===== config.mk =====
export PLATFORM = sky130hd
export DESIGN_NAME = remote_control_frame_receiver_core_flat
export DESIGN_NICKNAME = d
export VERILOG_FILES = /design/src/design/rcfr_pkg.sv /design/src/design/rcfr_in_if.sv /design/src/design/rcfr_out_if.sv /design/src/design/rcfr_cell.sv /design/src/design/remote_control_frame_receiver_core.sv /design/src/flat_wrapper.sv
export SDC_FILE = /design/constraint.sdc
export NUM_CORES = 1
export LEC_CHECK = 0
export ABC_AREA = 0
export BUFFER_PORTS_ARGS = -buffer_cell sky130_fd_sc_hd__clkbuf_2
export CORE_MARGIN = 2
export CORE_UTILIZATION = 45
export CTS_BUF_LIST = sky130_fd_sc_hd__clkbuf_16
export CTS_CLUSTER_DIAMETER = 50
export CTS_CLUSTER_SIZE = 16
export DETAILED_ROUTE_END_ITERATION = 16
export PLACE_DENSITY_LB_ADDON = 0.25
export SLEW_MARGIN = 40
export SYNTH_ARGS = -nofsm -noshare
export SYNTH_HDL_FRONTEND = slang
export SYNTH_SLANG_ARGS = --single-unit

===== constraint.sdc =====
create_clock -name i_clk -period 8.34 [get_ports i_clk]
set_input_delay 1.668 -clock i_clk [delete_from_list [all_inputs] [get_ports i_clk]]
set_output_delay 1.668 -clock i_clk [all_outputs]
set_load 0.01 [all_outputs]

===== src/design/rcfr_pkg.sv =====
// ----------------------------------------------------------------------------
// Frame receiver package
// Widths, frame codes, decimal weights and the result status codes shared by
// the frame receiver interfaces and modules.
// ----------------------------------------------------------------------------
package rcfr_pkg;

    localparam int BYTE_W   = 8;
    localparam int PAIR_W   = 8;
    localparam int FREQ_W   = 32;
    localparam int STATUS_W = 2;

    // Number of BCD bytes that can contribute to a frequency.
    localparam int NUM_TERMS = 5;

    localparam logic [BYTE_W-1:0] END_MARK   = 8'hfd;
    localparam logic [BYTE_W-1:0] OK_CODE    = 8'hfb;
    localparam logic [BYTE_W-1:0] NG_CODE    = 8'hfa;
    localparam logic [BYTE_W-1:0] PREAMBLE   = 8'hfe;
    localparam logic [BYTE_W-1:0] ADDR_RESET = 8'he0;

    localparam logic [FREQ_W-1:0] W_1E8 = 32'd100000000;
    localparam logic [FREQ_W-1:0] W_1E6 = 32'd1000000;
    localparam logic [FREQ_W-1:0] W_1E4 = 32'd10000;
    localparam logic [FREQ_W-1:0] W_1E2 = 32'd100;
    localparam logic [FREQ_W-1:0] W_1E0 = 32'd1;
    localparam logic [FREQ_W-1:0] W_NONE = 32'd0;

    typedef enum logic [STATUS_W-1:0] {
        STATUS_NONE = 2'd0,
        STATUS_OK   = 2'd1,
        STATUS_NG   = 2'd2,
        STATUS_FREQ = 2'd3
    } t_status;

endpackage


===== src/design/rcfr_in_if.sv =====
// ----------------------------------------------------------------------------
// Frame receiver input channel
// Valid/ready channel that carries one received serial byte per item.
// ----------------------------------------------------------------------------
interface rcfr_in_if import rcfr_pkg::*; ();
    logic              valid;
    logic              ready;
    logic [BYTE_W-1:0] rx_byte;

    modport source (output valid, output rx_byte, input ready);
    modport sink (input valid, input rx_byte, output ready);
endinterface


===== src/design/rcfr_out_if.sv =====
// ----------------------------------------------------------------------------
// Frame receiver output channel
// Valid/ready channel that carries one decode result per item.
// ----------------------------------------------------------------------------
interface rcfr_out_if import rcfr_pkg::*; ();
    logic                valid;
    logic                ready;
    logic [STATUS_W-1:0] status;
    logic [FREQ_W-1:0]   frequency;
    logic                is_subband;

    modport source (output valid, output status, output frequency, output is_subband,
                    input ready);
    modport sink (input valid, input status, input frequency, input is_subband,
                  output ready);
endinterface


===== src/design/rcfr_cell.sv =====
// ----------------------------------------------------------------------------
// Byte history cell
// Holds one byte of the receive history, passes it to the next cell on a
// shift and presents its value read as a two-digit BCD number.
// ----------------------------------------------------------------------------
module rcfr_cell import rcfr_pkg::*; (
    input  logic              i_clk,
    input  logic              i_rst_n,
    input  logic              i_shift,
    input  logic [BYTE_W-1:0] i_byte,
    output logic [BYTE_W-1:0] o_byte,
    output logic [PAIR_W-1:0] o_pair
);

    logic [BYTE_W-1:0] r_byte;
    logic [BYTE_W-1:0] n_byte;

    always_comb begin
        n_byte = i_shift ? i_byte : r_byte;
    end

    always_ff @(posedge i_clk) begin
        if (!i_rst_n) begin
            r_byte <= '0;
        end else begin
            r_byte <= n_byte;
        end
    end

    // Nibbles above nine are weighted as they are, so the pair tops out at 165.
    assign o_byte = r_byte;
    assign o_pair = PAIR_W'(PAIR_W'(r_byte[7:4]) * PAIR_W'(10)) + PAIR_W'(r_byte[3:0]);

endmodule


===== src/design/remote_control_frame_receiver_core.sv =====
// ----------------------------------------------------------------------------
// Remote-control frame receiver
// Decodes reply frames of a serial radio control bus, one byte per item.
// ----------------------------------------------------------------------------
// Usage:
//   i_in carries one received byte per item; o_out gives exactly one result
//   per byte, in order: status (0 nothing, 1 OK, 2 NG, 3 frequency), the
//   decoded frequency in hertz and the subband flag for the first frequency.
//   i_cfg_we/i_cfg_data write the controller address; write it only while
//   no item is in flight.
//   The byte history is a chain of cells that shift once per accepted byte.
//   Behind it a three-stage pipeline matches the frame, forms the weighted
//   BCD terms, adds them and loads the output register. Each result passes
//   from the cells through the B, C and D registers to o_out.
//   One byte is taken every cycle while o_out is not stalled. Each stage
//   moves up whenever the stage after it is empty or moving, so a result
//   waiting in the output register still lets up to three more bytes in
//   before i_in.ready drops. Reset clears the history to zeros, the subband
//   flag and all stages, and sets the controller address to 0xe0.
// ----------------------------------------------------------------------------
module remote_control_frame_receiver_core import rcfr_pkg::*; #(
    parameter int HISTORY_DEPTH = 16
) (
    input  logic              i_clk,
    input  logic              i_rst_n,
    input  logic              i_cfg_we,
    input  logic [BYTE_W-1:0] i_cfg_data,
    rcfr_in_if.sink           i_in,
    rcfr_out_if.source        o_out
);

    logic [BYTE_W-1:0] w_byte [HISTORY_DEPTH];
    logic [PAIR_W-1:0] w_pair [HISTORY_DEPTH];

    logic w_accept;
    logic w_adv_a;
    logic w_adv_b;
    logic w_adv_c;
    logic w_adv_d;

    logic [BYTE_W-1:0] r_ctrl_addr;

    logic r_a_valid;
    logic r_b_valid;
    logic r_c_valid;
    logic r_d_valid;

    t_status           r_b_kind;
    t_status           n_b_kind;
    logic [FREQ_W-1:0] r_b_term [NUM_TERMS];
    logic [FREQ_W-1:0] n_b_term [NUM_TERMS];
    logic [FREQ_W-1:0] w_weight [NUM_TERMS];

    t_status           r_c_kind;
    logic [FREQ_W-1:0] r_c_sum_lo;
    logic [FREQ_W-1:0] r_c_sum_hi;

    logic [FREQ_W-1:0] w_sum;
    t_status           n_d_status;
    logic [FREQ_W-1:0] n_d_freq;
    logic              n_d_sub;
    t_status           r_d_status;
    logic [FREQ_W-1:0] r_d_freq;
    logic              r_d_sub;
    logic              r_subband_seen;

    logic w_ok;
    logic w_ng;
    logic w_f5;
    logic w_f4;

    // Handshake: a stage moves when it is empty or the next one moves.
    assign w_adv_d    = !r_d_valid || o_out.ready;
    assign w_adv_c    = !r_c_valid || w_adv_d;
    assign w_adv_b    = !r_b_valid || w_adv_c;
    assign w_adv_a    = !r_a_valid || w_adv_b;
    assign i_in.ready = w_adv_a;
    assign w_accept   = i_in.valid && w_adv_a;

    generate
        for (genvar g = 0; g < HISTORY_DEPTH; g++) begin : g_hist
            if (g == 0) begin : g_head
                rcfr_cell u_cell (
                    .i_clk   (i_clk),
                    .i_rst_n (i_rst_n),
                    .i_shift (w_accept),
                    .i_byte  (i_in.rx_byte),
                    .o_byte  (w_byte[g]),
                    .o_pair  (w_pair[g])
                );
            end else begin : g_body
                rcfr_cell u_cell (
                    .i_clk   (i_clk),
                    .i_rst_n (i_rst_n),
                    .i_shift (w_accept),
                    .i_byte  (w_byte[g-1]),
                    .o_byte  (w_byte[g]),
                    .o_pair  (w_pair[g])
                );
            end
        end
    endgenerate

    always_ff @(posedge i_clk) begin
        if (!i_rst_n) begin
            r_ctrl_addr <= ADDR_RESET;
        end else if (i_cfg_we) begin
            r_ctrl_addr <= i_cfg_data;
        end
    end

    // Stage A: the cells hold the history including the newest byte.
    always_comb begin
        w_ok = w_byte[0] == END_MARK && w_byte[1] == OK_CODE && w_byte[3] == r_ctrl_addr &&
               w_byte[4] == PREAMBLE && w_byte[5] == PREAMBLE;
        w_ng = w_byte[0] == END_MARK && w_byte[1] == NG_CODE && w_byte[3] == r_ctrl_addr &&
               w_byte[4] == PREAMBLE && w_byte[5] == PREAMBLE;
        w_f5 = w_byte[0] == END_MARK && w_byte[8] == r_ctrl_addr &&
               w_byte[9] == PREAMBLE && w_byte[10] == PREAMBLE;
        w_f4 = w_byte[0] == END_MARK && w_byte[7] == r_ctrl_addr &&
               w_byte[8] == PREAMBLE && w_byte[9] == PREAMBLE;

        w_weight[0] = W_NONE;
        w_weight[1] = W_NONE;
        w_weight[2] = W_NONE;
        w_weight[3] = W_NONE;
        w_weight[4] = W_NONE;
        n_b_kind    = STATUS_NONE;
        priority if (w_ok) begin
            n_b_kind = STATUS_OK;
        end else if (w_ng) begin
            n_b_kind = STATUS_NG;
        end else if (w_f5) begin
            n_b_kind    = STATUS_FREQ;
            w_weight[0] = W_1E8;
            w_weight[1] = W_1E6;
            w_weight[2] = W_1E4;
            w_weight[3] = W_1E2;
            w_weight[4] = W_1E0;
        end else if (w_f4) begin
            n_b_kind    = STATUS_FREQ;
            w_weight[0] = W_1E6;
            w_weight[1] = W_1E4;
            w_weight[2] = W_1E2;
            w_weight[3] = W_1E0;
        end else begin
            n_b_kind = STATUS_NONE;
        end

        // Byte k+1 of the history is the k-th term; the product wraps at 32 bits.
        for (int k = 0; k < NUM_TERMS; k++) begin
            n_b_term[k] = FREQ_W'(FREQ_W'(w_pair[k+1]) * w_weight[k]);
        end
    end

    // Stage D: final add and the result.
    always_comb begin
        w_sum      = r_c_sum_lo + r_c_sum_hi;
        n_d_status = r_c_kind;
        n_d_freq   = '0;
        n_d_sub    = 1'b0;
        if (r_c_kind == STATUS_FREQ) begin
            if (w_sum != '0) begin
                n_d_freq = w_sum;
                n_d_sub  = !r_subband_seen;
            end else begin
                n_d_status = STATUS_NONE;
            end
        end
    end

    always_ff @(posedge i_clk) begin
        if (!i_rst_n) begin
            r_a_valid      <= 1'b0;
            r_b_valid      <= 1'b0;
            r_c_valid      <= 1'b0;
            r_d_valid      <= 1'b0;
            r_subband_seen <= 1'b0;
        end else begin
            if (w_adv_a) begin
                r_a_valid <= w_accept;
            end
            if (w_adv_b) begin
                r_b_valid <= r_a_valid;
            end
            if (w_adv_c) begin
                r_c_valid <= r_b_valid;
            end
            if (w_adv_d) begin
                r_d_valid <= r_c_valid;
                if (r_c_valid && n_d_status == STATUS_FREQ) begin
                    r_subband_seen <= 1'b1;
                end
            end
        end
    end

    always_ff @(posedge i_clk) begin
        if (w_adv_b) begin
            r_b_kind <= n_b_kind;
            r_b_term <= n_b_term;
        end
        if (w_adv_c) begin
            r_c_kind   <= r_b_kind;
            r_c_sum_lo <= r_b_term[0] + r_b_term[1] + r_b_term[2];
            r_c_sum_hi <= r_b_term[3] + r_b_term[4];
        end
        if (w_adv_d) begin
            r_d_status <= n_d_status;
            r_d_freq   <= n_d_freq;
            r_d_sub    <= n_d_sub;
        end
    end

    assign o_out.valid      = r_d_valid;
    assign o_out.status     = r_d_status;
    assign o_out.frequency  = r_d_freq;
    assign o_out.is_subband = r_d_sub;

    // The subband flag goes out only once the seen bit has been set with it.
    a_sub_marks_seen: assert property (@(posedge i_clk) disable iff (!i_rst_n)
        o_out.valid && o_out.is_subband |-> r_subband_seen)
        else $error("subband flag shown without the seen bit set");

    a_seen_sticky: assert property (@(posedge i_clk) disable iff (!i_rst_n)
        !$fell(r_subband_seen))
        else $error("subband seen bit cleared outside reset");

    a_head_cell_loads: assert property (@(posedge i_clk) disable iff (!i_rst_n)
        w_accept |=> r_a_valid && w_byte[0] == $past(i_in.rx_byte))
        else $error("accepted byte did not enter the history");

    a_freq_only_with_status: assert property (@(posedge i_clk) disable iff (!i_rst_n)
        o_out.valid && o_out.status != STATUS_FREQ |-> o_out.frequency == '0 &&
        !o_out.is_subband)
        else $error("frequency fields set without a frequency status");

    a_no_accept_when_full: assert property (@(posedge i_clk) disable iff (!i_rst_n)
        r_a_valid && r_b_valid && r_c_valid && r_d_valid && !o_out.ready |-> !i_in.ready)
        else $error("input ready while the pipeline is full and stalled");

endmodule

===== src/flat_wrapper.sv =====
// flat-port wrapper written by rule: the top's interface ports become plain ports
module remote_control_frame_receiver_core_flat import rcfr_pkg::*;
#(
    parameter int HISTORY_DEPTH = 16
)
  (i_clk, i_rst_n, i_cfg_we, i_cfg_data, i_in_valid, i_in_rx_byte, i_in_ready, o_out_valid, o_out_status, o_out_frequency, o_out_is_subband, o_out_ready);
  rcfr_in_if i_in_i ();
  rcfr_out_if o_out_i ();
  input  logic i_clk;
  input  logic i_rst_n;
  input  logic i_cfg_we;
  input  logic [BYTE_W-1:0] i_cfg_data;
  input wire logic [$bits(i_in_i.valid)-1:0] i_in_valid;
  input wire logic [$bits(i_in_i.rx_byte)-1:0] i_in_rx_byte;
  output wire logic [$bits(i_in_i.ready)-1:0] i_in_ready;
  output wire logic [$bits(o_out_i.valid)-1:0] o_out_valid;
  output wire logic [$bits(o_out_i.status)-1:0] o_out_status;
  output wire logic [$bits(o_out_i.frequency)-1:0] o_out_frequency;
  output wire logic [$bits(o_out_i.is_subband)-1:0] o_out_is_subband;
  input wire logic [$bits(o_out_i.ready)-1:0] o_out_ready;
  assign i_in_i.valid = i_in_valid;
  assign i_in_i.rx_byte = i_in_rx_byte;
  assign i_in_ready = i_in_i.ready;
  assign o_out_valid = o_out_i.valid;
  assign o_out_status = o_out_i.status;
  assign o_out_frequency = o_out_i.frequency;
  assign o_out_is_subband = o_out_i.is_subband;
  assign o_out_i.ready = o_out_ready;
  remote_control_frame_receiver_core #(.HISTORY_DEPTH(HISTORY_DEPTH)) u_core (.i_clk(i_clk), .i_rst_n(i_rst_n), .i_cfg_we(i_cfg_we), .i_cfg_data(i_cfg_data), .i_in(i_in_i), .o_out(o_out_i));
endmodule

== Word level (Yosys, flattened, before mapping) ==
Index checks and enable logic that the tools add are counted.
Operators by class
  add/subtract/negate cells: 9
  multipliers: 10
  equality and inequality tests: 13
  mux-type cells: 10
  reductions and logical operators: 28
Operators by type and width (count)
  160-bit 2-to-1 mux: 2
  8-bit by 32-bit multiplier with 32-bit output: 5
  32-bit adder: 4
  128-bit 2-to-1 mux: 1
  116-bit 2-to-1 mux: 1
  8-bit == test (second input constant): 8
  8-bit by 4-bit adder with 8-bit output: 5
  4-bit by 3-bit multiplier with 7-bit output (second input constant): 5
  32-bit nonzero test: 1
  8-bit == test: 3
  1-bit logical AND: 16
  2-bit 2-to-1 mux: 5
  1-bit zero test: 5
  2-bit == test (second input constant): 2
  1-bit logical OR: 4
  2-bit AND reduction: 2
  1-bit 2-to-1 mux: 1
Word-level totals
  register bits after elaboration: 364
  input bits: 21
  output and inout port bits: 37
  logic and storage cells: 99

== Depth between registers and ports, before layout ==
  depth in word-level cells: 9
  gate-level depth with buffers: 27
  depth with buffers taken out: 27

== Hierarchy ==
From an unflattened synthesis, not the netlist that was laid out.
Second synthesis, totals
  cell total of the unflattened synthesis: 2473
  area, all modules: 25724.7 um^2
Modules (own cells, without submodules)
  remote_control_frame_receiver_core: times used 1, cells each 1879, area an instance 19572.5 um^2
  rcfr_cell: times used 11, cells each 54, area an instance 559.3 um^2

== Worst setup path after synthesis ==
No wires, ideal clock.
  path type: register -> register
  start: reg u_core.g_hist[1].g_body.u_cell.r_byte[5]
  end: reg u_core.r_b_term[159] (netlist name) (data pin)
  data arrival time: 6.277 ns
  required time: 8.082 ns
  setup slack: 1.806 ns
  stages on the path, launching flop included: 25
  buffers on the path: 0
  cell sequence: dfxtp_1 > ha_1 > ha_1 > inv_1 > fa_1 > nor2_1 > mux2i_1 > a2bb2oi_1 > nand2b_1 > mux2i_1 > ha_1 > or2_2 > fa_1 > fa_1 > inv_1 > fa_1 > inv_1 > ha_1 > a21o_1 > a21oi_1 > nor3b_1 > nor4b_1 > o31ai_1 > o41a_1 > xnor2_1
RTL lines
  start, declared: RTL line rcfr_cell.sv:15  | logic [BYTE_W-1:0] r_byte;
  start signal, assigned: RTL line rcfr_cell.sv:26  | r_byte <= n_byte;
  end signal, assigned: RTL line remote_control_frame_receiver_core.sv:201  | r_b_term <= n_b_term;
  end, declared: RTL line remote_control_frame_receiver_core.sv:50  | logic [FREQ_W-1:0] r_b_term [NUM_TERMS];

==> flow_summary_export.csv <==
group,metric,value,unit
run_status,outcome,"finished, final reports clean",
synthesis,synth_top_area_frac,0.232,
synthesis,synthMuxAreaShare,0.00635,
drt,drtIter0Drc,898,
clock_tree,cts_tree,"done",
timing,slew_violations,0,
clock_tree,cts_made_buffers,34,
critical_path,crit_path_end_kind,"flop",
global_route,grt_start_max_net_pins,103,
floorplanning,core_area,0.0524,mm^2
drt,drcViolationCount,0,
synthesis,synth_seq_cells,285,
global_route,grt_use_total,0.195,
clock_tree,cts.htree.levels,2,
synthesis,ys.flop_type,"edfxtp_1",
drt,wire_per_inst,16.3,um
synthesis,netlist_top_cells_area,"edfxtp_1, ha_1, fa_1",
placed_design,io_buffer_count,57,
synthesis,synth_top_family_by_area,"adder cells",
critical_path,crit_chain,"nand4b_1 > nor4_1 > nand2_1 > nor4_1 > nand3_1 > buf_4 > nor2_1 > inv_1 > fa_1 > fa_1 > fa_1 > fa_1 > inv_1 > ha_1 > a21o_1 > a21oi_1 > nor2b_1 > a2111o_1 > a31oi_1 > a211oi_1 > or3_1 > a21oi_1 > xnor2_1",
worst_hold_path,hold_class,"reg -> reg",
critical_path,start_kind,"flop",
final_layout,nNetsFinal,2965,
critical_path,critPathMaxStageDelay,0.57,ns
critical_path,cpLargestDelayFamily,"simple AND/OR/NAND/NOR gates",
power_and_ir_drop,p_clk_frac,0.493,
clock_tree,cts.clk_slew.worst_paths,0.07,ns
critical_path,reg2regPathDepth,23,
global_route,grt_pass1_wl,84500,um
synthesis,synth_top_area_cell,"edfxtp_1",
critical_path,regToRegStartpoint,"u_core.g_hist[0].g_head.u_cell.o_byte[1]$_SDFFE_PN0P_",
critical_path,crit_start,"u_core.g_hist[0].g_head.u_cell.o_byte[1]$_SDFFE_PN0P_",
critical_path,regToRegSetupSlack,0.65,ns
final_layout,insertedDiodeCount,0,
synthesis,synthCells,2399,
synthesis,synth.lib_cells_used.distinct,70,
power_and_ir_drop,power_switching,0.708,mW
critical_path,worst-path-buf-inv,3,
power_and_ir_drop,power.internal,2.40,mW
drt,drt_wl_total,51500,um
power_and_ir_drop,p_per_area,119,mW/mm^2
final_layout,syn_to_final_growth,9.34,%
clock_tree,clock_sinks,285,
global_route,antenna_found_initial,1,
synthesis,synthXorXnorAreaFrac,0.0599,
synthesis,async_flop_share,0,
drt,via_per_inst,5.16,
clock_tree,cts_hold_buf,0,
timing,fin_ws,0.655,ns
timing,period_needed,7.69,ns
power_and_ir_drop,p_seq_frac,0.485,
synthesis,synth_edf_count,184,
floorplanning,io_pins,58,
timing,max_freq,130,MHz
job,drv_cap,0,
critical_path,crit_top_cell,"fa_1",
placed_design,routabilityCongestion,0.882,
global_route,grt_pass1_vias,16500,
clock_tree,root_buffer,"clkbuf_16",
drt,first_pass_iters,5,
synthesis,synthSimpleGateAreaFrac,0.126,
timing,clock_skew,0.0232,ns
timing,slew_headroom,0.427,
drt,vias,16300,
clock_tree,post-cts-setup-buffers,0,
synthesis,yosys_warnings,0,
global_route,gr-total-overflow,0,
timing,setup_violations,0,
placed_design,dp_hpwl,41700,um
critical_path,regToRegEndpoint,"u_core.r_b_term[123]$_DFFE_PP_",
critical_path,path_class,"reg -> reg",
timing,grt_setup_unrepaired,"false",
synthesis,ys_seq_area_frac,0.316,
critical_path,crit_cells,23,
final_layout,drive_gt1_frac,0.0626,
placed_design,place_ws,0.815,ns
floorplanning,rows,84,
power_and_ir_drop,ir_drop,0.0928,mV
drt,antenna_left,0,
timing,hold_viol,0,
critical_path,worst-path-max-fanout,9,
critical_path,cp-endpoint,"u_core.r_b_term[123]$_DFFE_PP_",
floorplanning,dieHeight,234,um
synthesis,yosys.area_share.adder,0.314,
clock_tree,cts_buffer_depth,3,
power_and_ir_drop,leakagePower,12.9,nW
clock_tree,ctsResizeCount,0,
synthesis,synth-compound-area-share,0.113,
critical_path,crit_required,8.63,ns
clock_tree,clock_latency,0.55,ns
critical_path,critPathSlowestCell,"fa_1",
power_and_ir_drop,power.share.combinational,0.022,
timing,timing.final.crit_share,0.922,
floorplanning,die_x,234,um
timing,tns,0,ns
synthesis,syn_nets,2911,
synthesis,syn_avg_cell_area,9.94,um^2
floorplanning,dieArea,0.0548,mm^2
critical_path,arrival,7.97,ns
power_and_ir_drop,p_sw_frac,0.228,
floorplanning,initial_core_util,0.455,
timing,worst_pin_slew,0.850,ns
synthesis,syn-cell-area,0.0238,mm^2
-- layout make-up --
cell class	instances	area, um^2
Clock inverter	27	323
Inverter	353	1330
Sequential cell	285	7550
Tap cell	688	861
Clock buffer	34	851
Fill cell	4727	26400
Multi-Input combinational cell	1712	14800
Timing Repair Buffer	67	384
-- flip-flops by register name, indices dropped and copies added (netlist names), 2 cells and up --
signal                              flops
u_core.r_ctrl_addr                      8
u_core.o_out.status                     2
u_core.g_hist.g_body.u_cell.o_byte     80
u_core.r_c_sum_lo                      30
u_core.r_c_sum_hi                      18
u_core.r_b_kind                         2
u_core.g_hist.g_head.u_cell.o_byte      8
u_core.r_c_kind                         2
u_core.o_out.frequency                 32
u_core.r_b_term                        97
-- through the flow --
| stage | util | cell area [um^2] | std cells | hold WS [ns] | power [mW] |
|---|---|---|---|---|---|
| 4_1_cts | 0.497 | 26000 | 3165 | 0.420 | 3.15 |
| 6_report | 0.497 | 26100 | 3166 | 0.420 | 3.11 |
| 2_1_floorplan | - | 23800 | 2399 | 0.400 | 1.59 |
| 5_1_grt | 0.497 | 26100 | 3166 | 0.426 | 3.21 |
| 3_5_place_dp | 0.474 | 24900 | 3104 | 0.405 | 1.61 |
| 3_3_place_gp | 0.474 | 24900 | 3104 | 0.408 | 1.60 |
-- worst min-delay path by stage --
stage,slack (ns),endpoint,cells past startpoint,start
6_report,0.42,u_core.r_c_kind[1]$_DFFE_PP_,0,u_core.r_b_kind[1]$_SDFFCE_PP0P_
5_1_grt,0.43,u_core.r_c_kind[1]$_DFFE_PP_,0,u_core.r_b_kind[1]$_SDFFCE_PP0P_
4_1_cts,0.42,u_core.r_c_kind[1]$_DFFE_PP_,0,u_core.r_b_kind[1]$_SDFFCE_PP0P_
3_5_place_dp,0.40,u_core.r_c_kind[0]$_DFFE_PP_,0,u_core.r_b_kind[0]$_SDFFCE_PP1P_
3_3_place_gp,0.41,u_core.r_c_sum_lo[2]$_DFFE_PP_,0,u_core.r_b_term[66]$_DFFE_PP_
2_1_floorplan,0.40,u_core.r_c_kind[0]$_DFFE_PP_,0,u_core.r_b_kind[0]$_SDFFCE_PP1P_
-- worst reg2reg max path, delay by kind of cell (launching register included) --
family / cells / cell delay, ns
AO/OA/AOI/OAI: 6 / 1.41
XOR/XNOR: 1 / 0.09
adder cells (fa/ha/maj): 5 / 2.41
buffers and inverters: 3 / 0.49
flip-flops: 1 / 0.32
AND/OR/NAND/NOR: 8 / 2.67
-- metal layers --
metal,vias to the layer above,share of wire,routed length (um),track usage
li1,8218,-,-,-
met1,7734,0.46,23800,0.258
met2,292,0.46,23700,0.322
met3,93,0.043,2220,0.0311
met4,0,0.034,1780,0.0698
met5,-,0,0,0
-- logic make-up (layout without fill, tap and decap cells) --
group,Yosys count,after routing
and+or+nand+nor,645,645
buffers and inverters,402,481
AOI/OAI and AO/OA,398,398
DFF,285,285
muxes,15,15
adders and majority gates,491,491
xor gates and xnor gates,163,163
-- synthesized netlist by cell type (3+ instances only) --
library cell	count
a2111oi_0	5
a211o_1	7
a211oi_1	10
a21boi_0	105
a21o_1	39
a21oi_1	90
a311oi_1	4
a31oi_1	8
and2_1	25
and3_1	19
clkbuf_1	43
dfxtp_1	101
edfxtp_1	184
fa_1	178
ha_1	313
inv_1	353
mux2i_1	14
nand2_1	268
nand2b_1	18
nand3_1	29
nand4_1	19
nand4b_1	8
nor2_1	133
nor2b_1	25
nor3_1	42
nor3b_1	12
nor4_1	15
nor4b_1	4
o21a_1	22
o21ai_0	58
o21ai_1	3
o21bai_1	7
o311ai_0	4
o31ai_1	7
o41a_1	3
or2_2	14
or3_1	8
xnor2_1	101
xor2_1	62
-- cell usage in the layout (no fill, tap or decap), types with 7 or more instances in the layout --
master | netlist | final
edfxtp_1 | 184 | 184
nand2b_1 | 18 | 18
inv_6 | 0 | 9
nor3b_1 | 12 | 12
clkbuf_16 | 0 | 34
ha_1 | 313 | 313
nand2_1 | 268 | 265
and3_1 | 19 | 19
or3_1 | 8 | 8
fa_1 | 178 | 178
xor2_1 | 62 | 62
a21oi_1 | 90 | 89
nand4_1 | 19 | 19
dfxtp_1 | 101 | 101
o21a_1 | 22 | 22
o31ai_1 | 7 | 7
clkbuf_2 | 0 | 57
nor4_1 | 15 | 15
nor2_1 | 133 | 133
a31oi_1 | 8 | 8
nor3_1 | 42 | 42
xnor2_1 | 101 | 101
inv_1 | 353 | 352
a211oi_1 | 10 | 10
a21boi_0 | 105 | 105
and2_1 | 25 | 25
o21ai_0 | 58 | 57
nand3_1 | 29 | 29
or2_2 | 14 | 14
a211o_1 | 7 | 7
mux2i_1 | 14 | 14
o21bai_1 | 7 | 7
nor2b_1 | 25 | 25
nand4b_1 | 8 | 8
a21o_1 | 39 | 39
-- power groups by stage --
| stage | Combinational, mW | Clock, mW | Sequential [mW] |
|---|---|---|---|
| CTS | 0.0688 | 1.57 | 1.51 |
| global placement | 0.0678 | 0 | 1.54 |
| global route | 0.0772 | 1.63 | 1.51 |
| finish | 0.0696 | 1.53 | 1.51 |
| detailed placement | 0.0684 | 0 | 1.54 |
| floorplan | 0.0518 | 0 | 1.53 |
No activity file was read; power rests on OpenSTA's default activity.
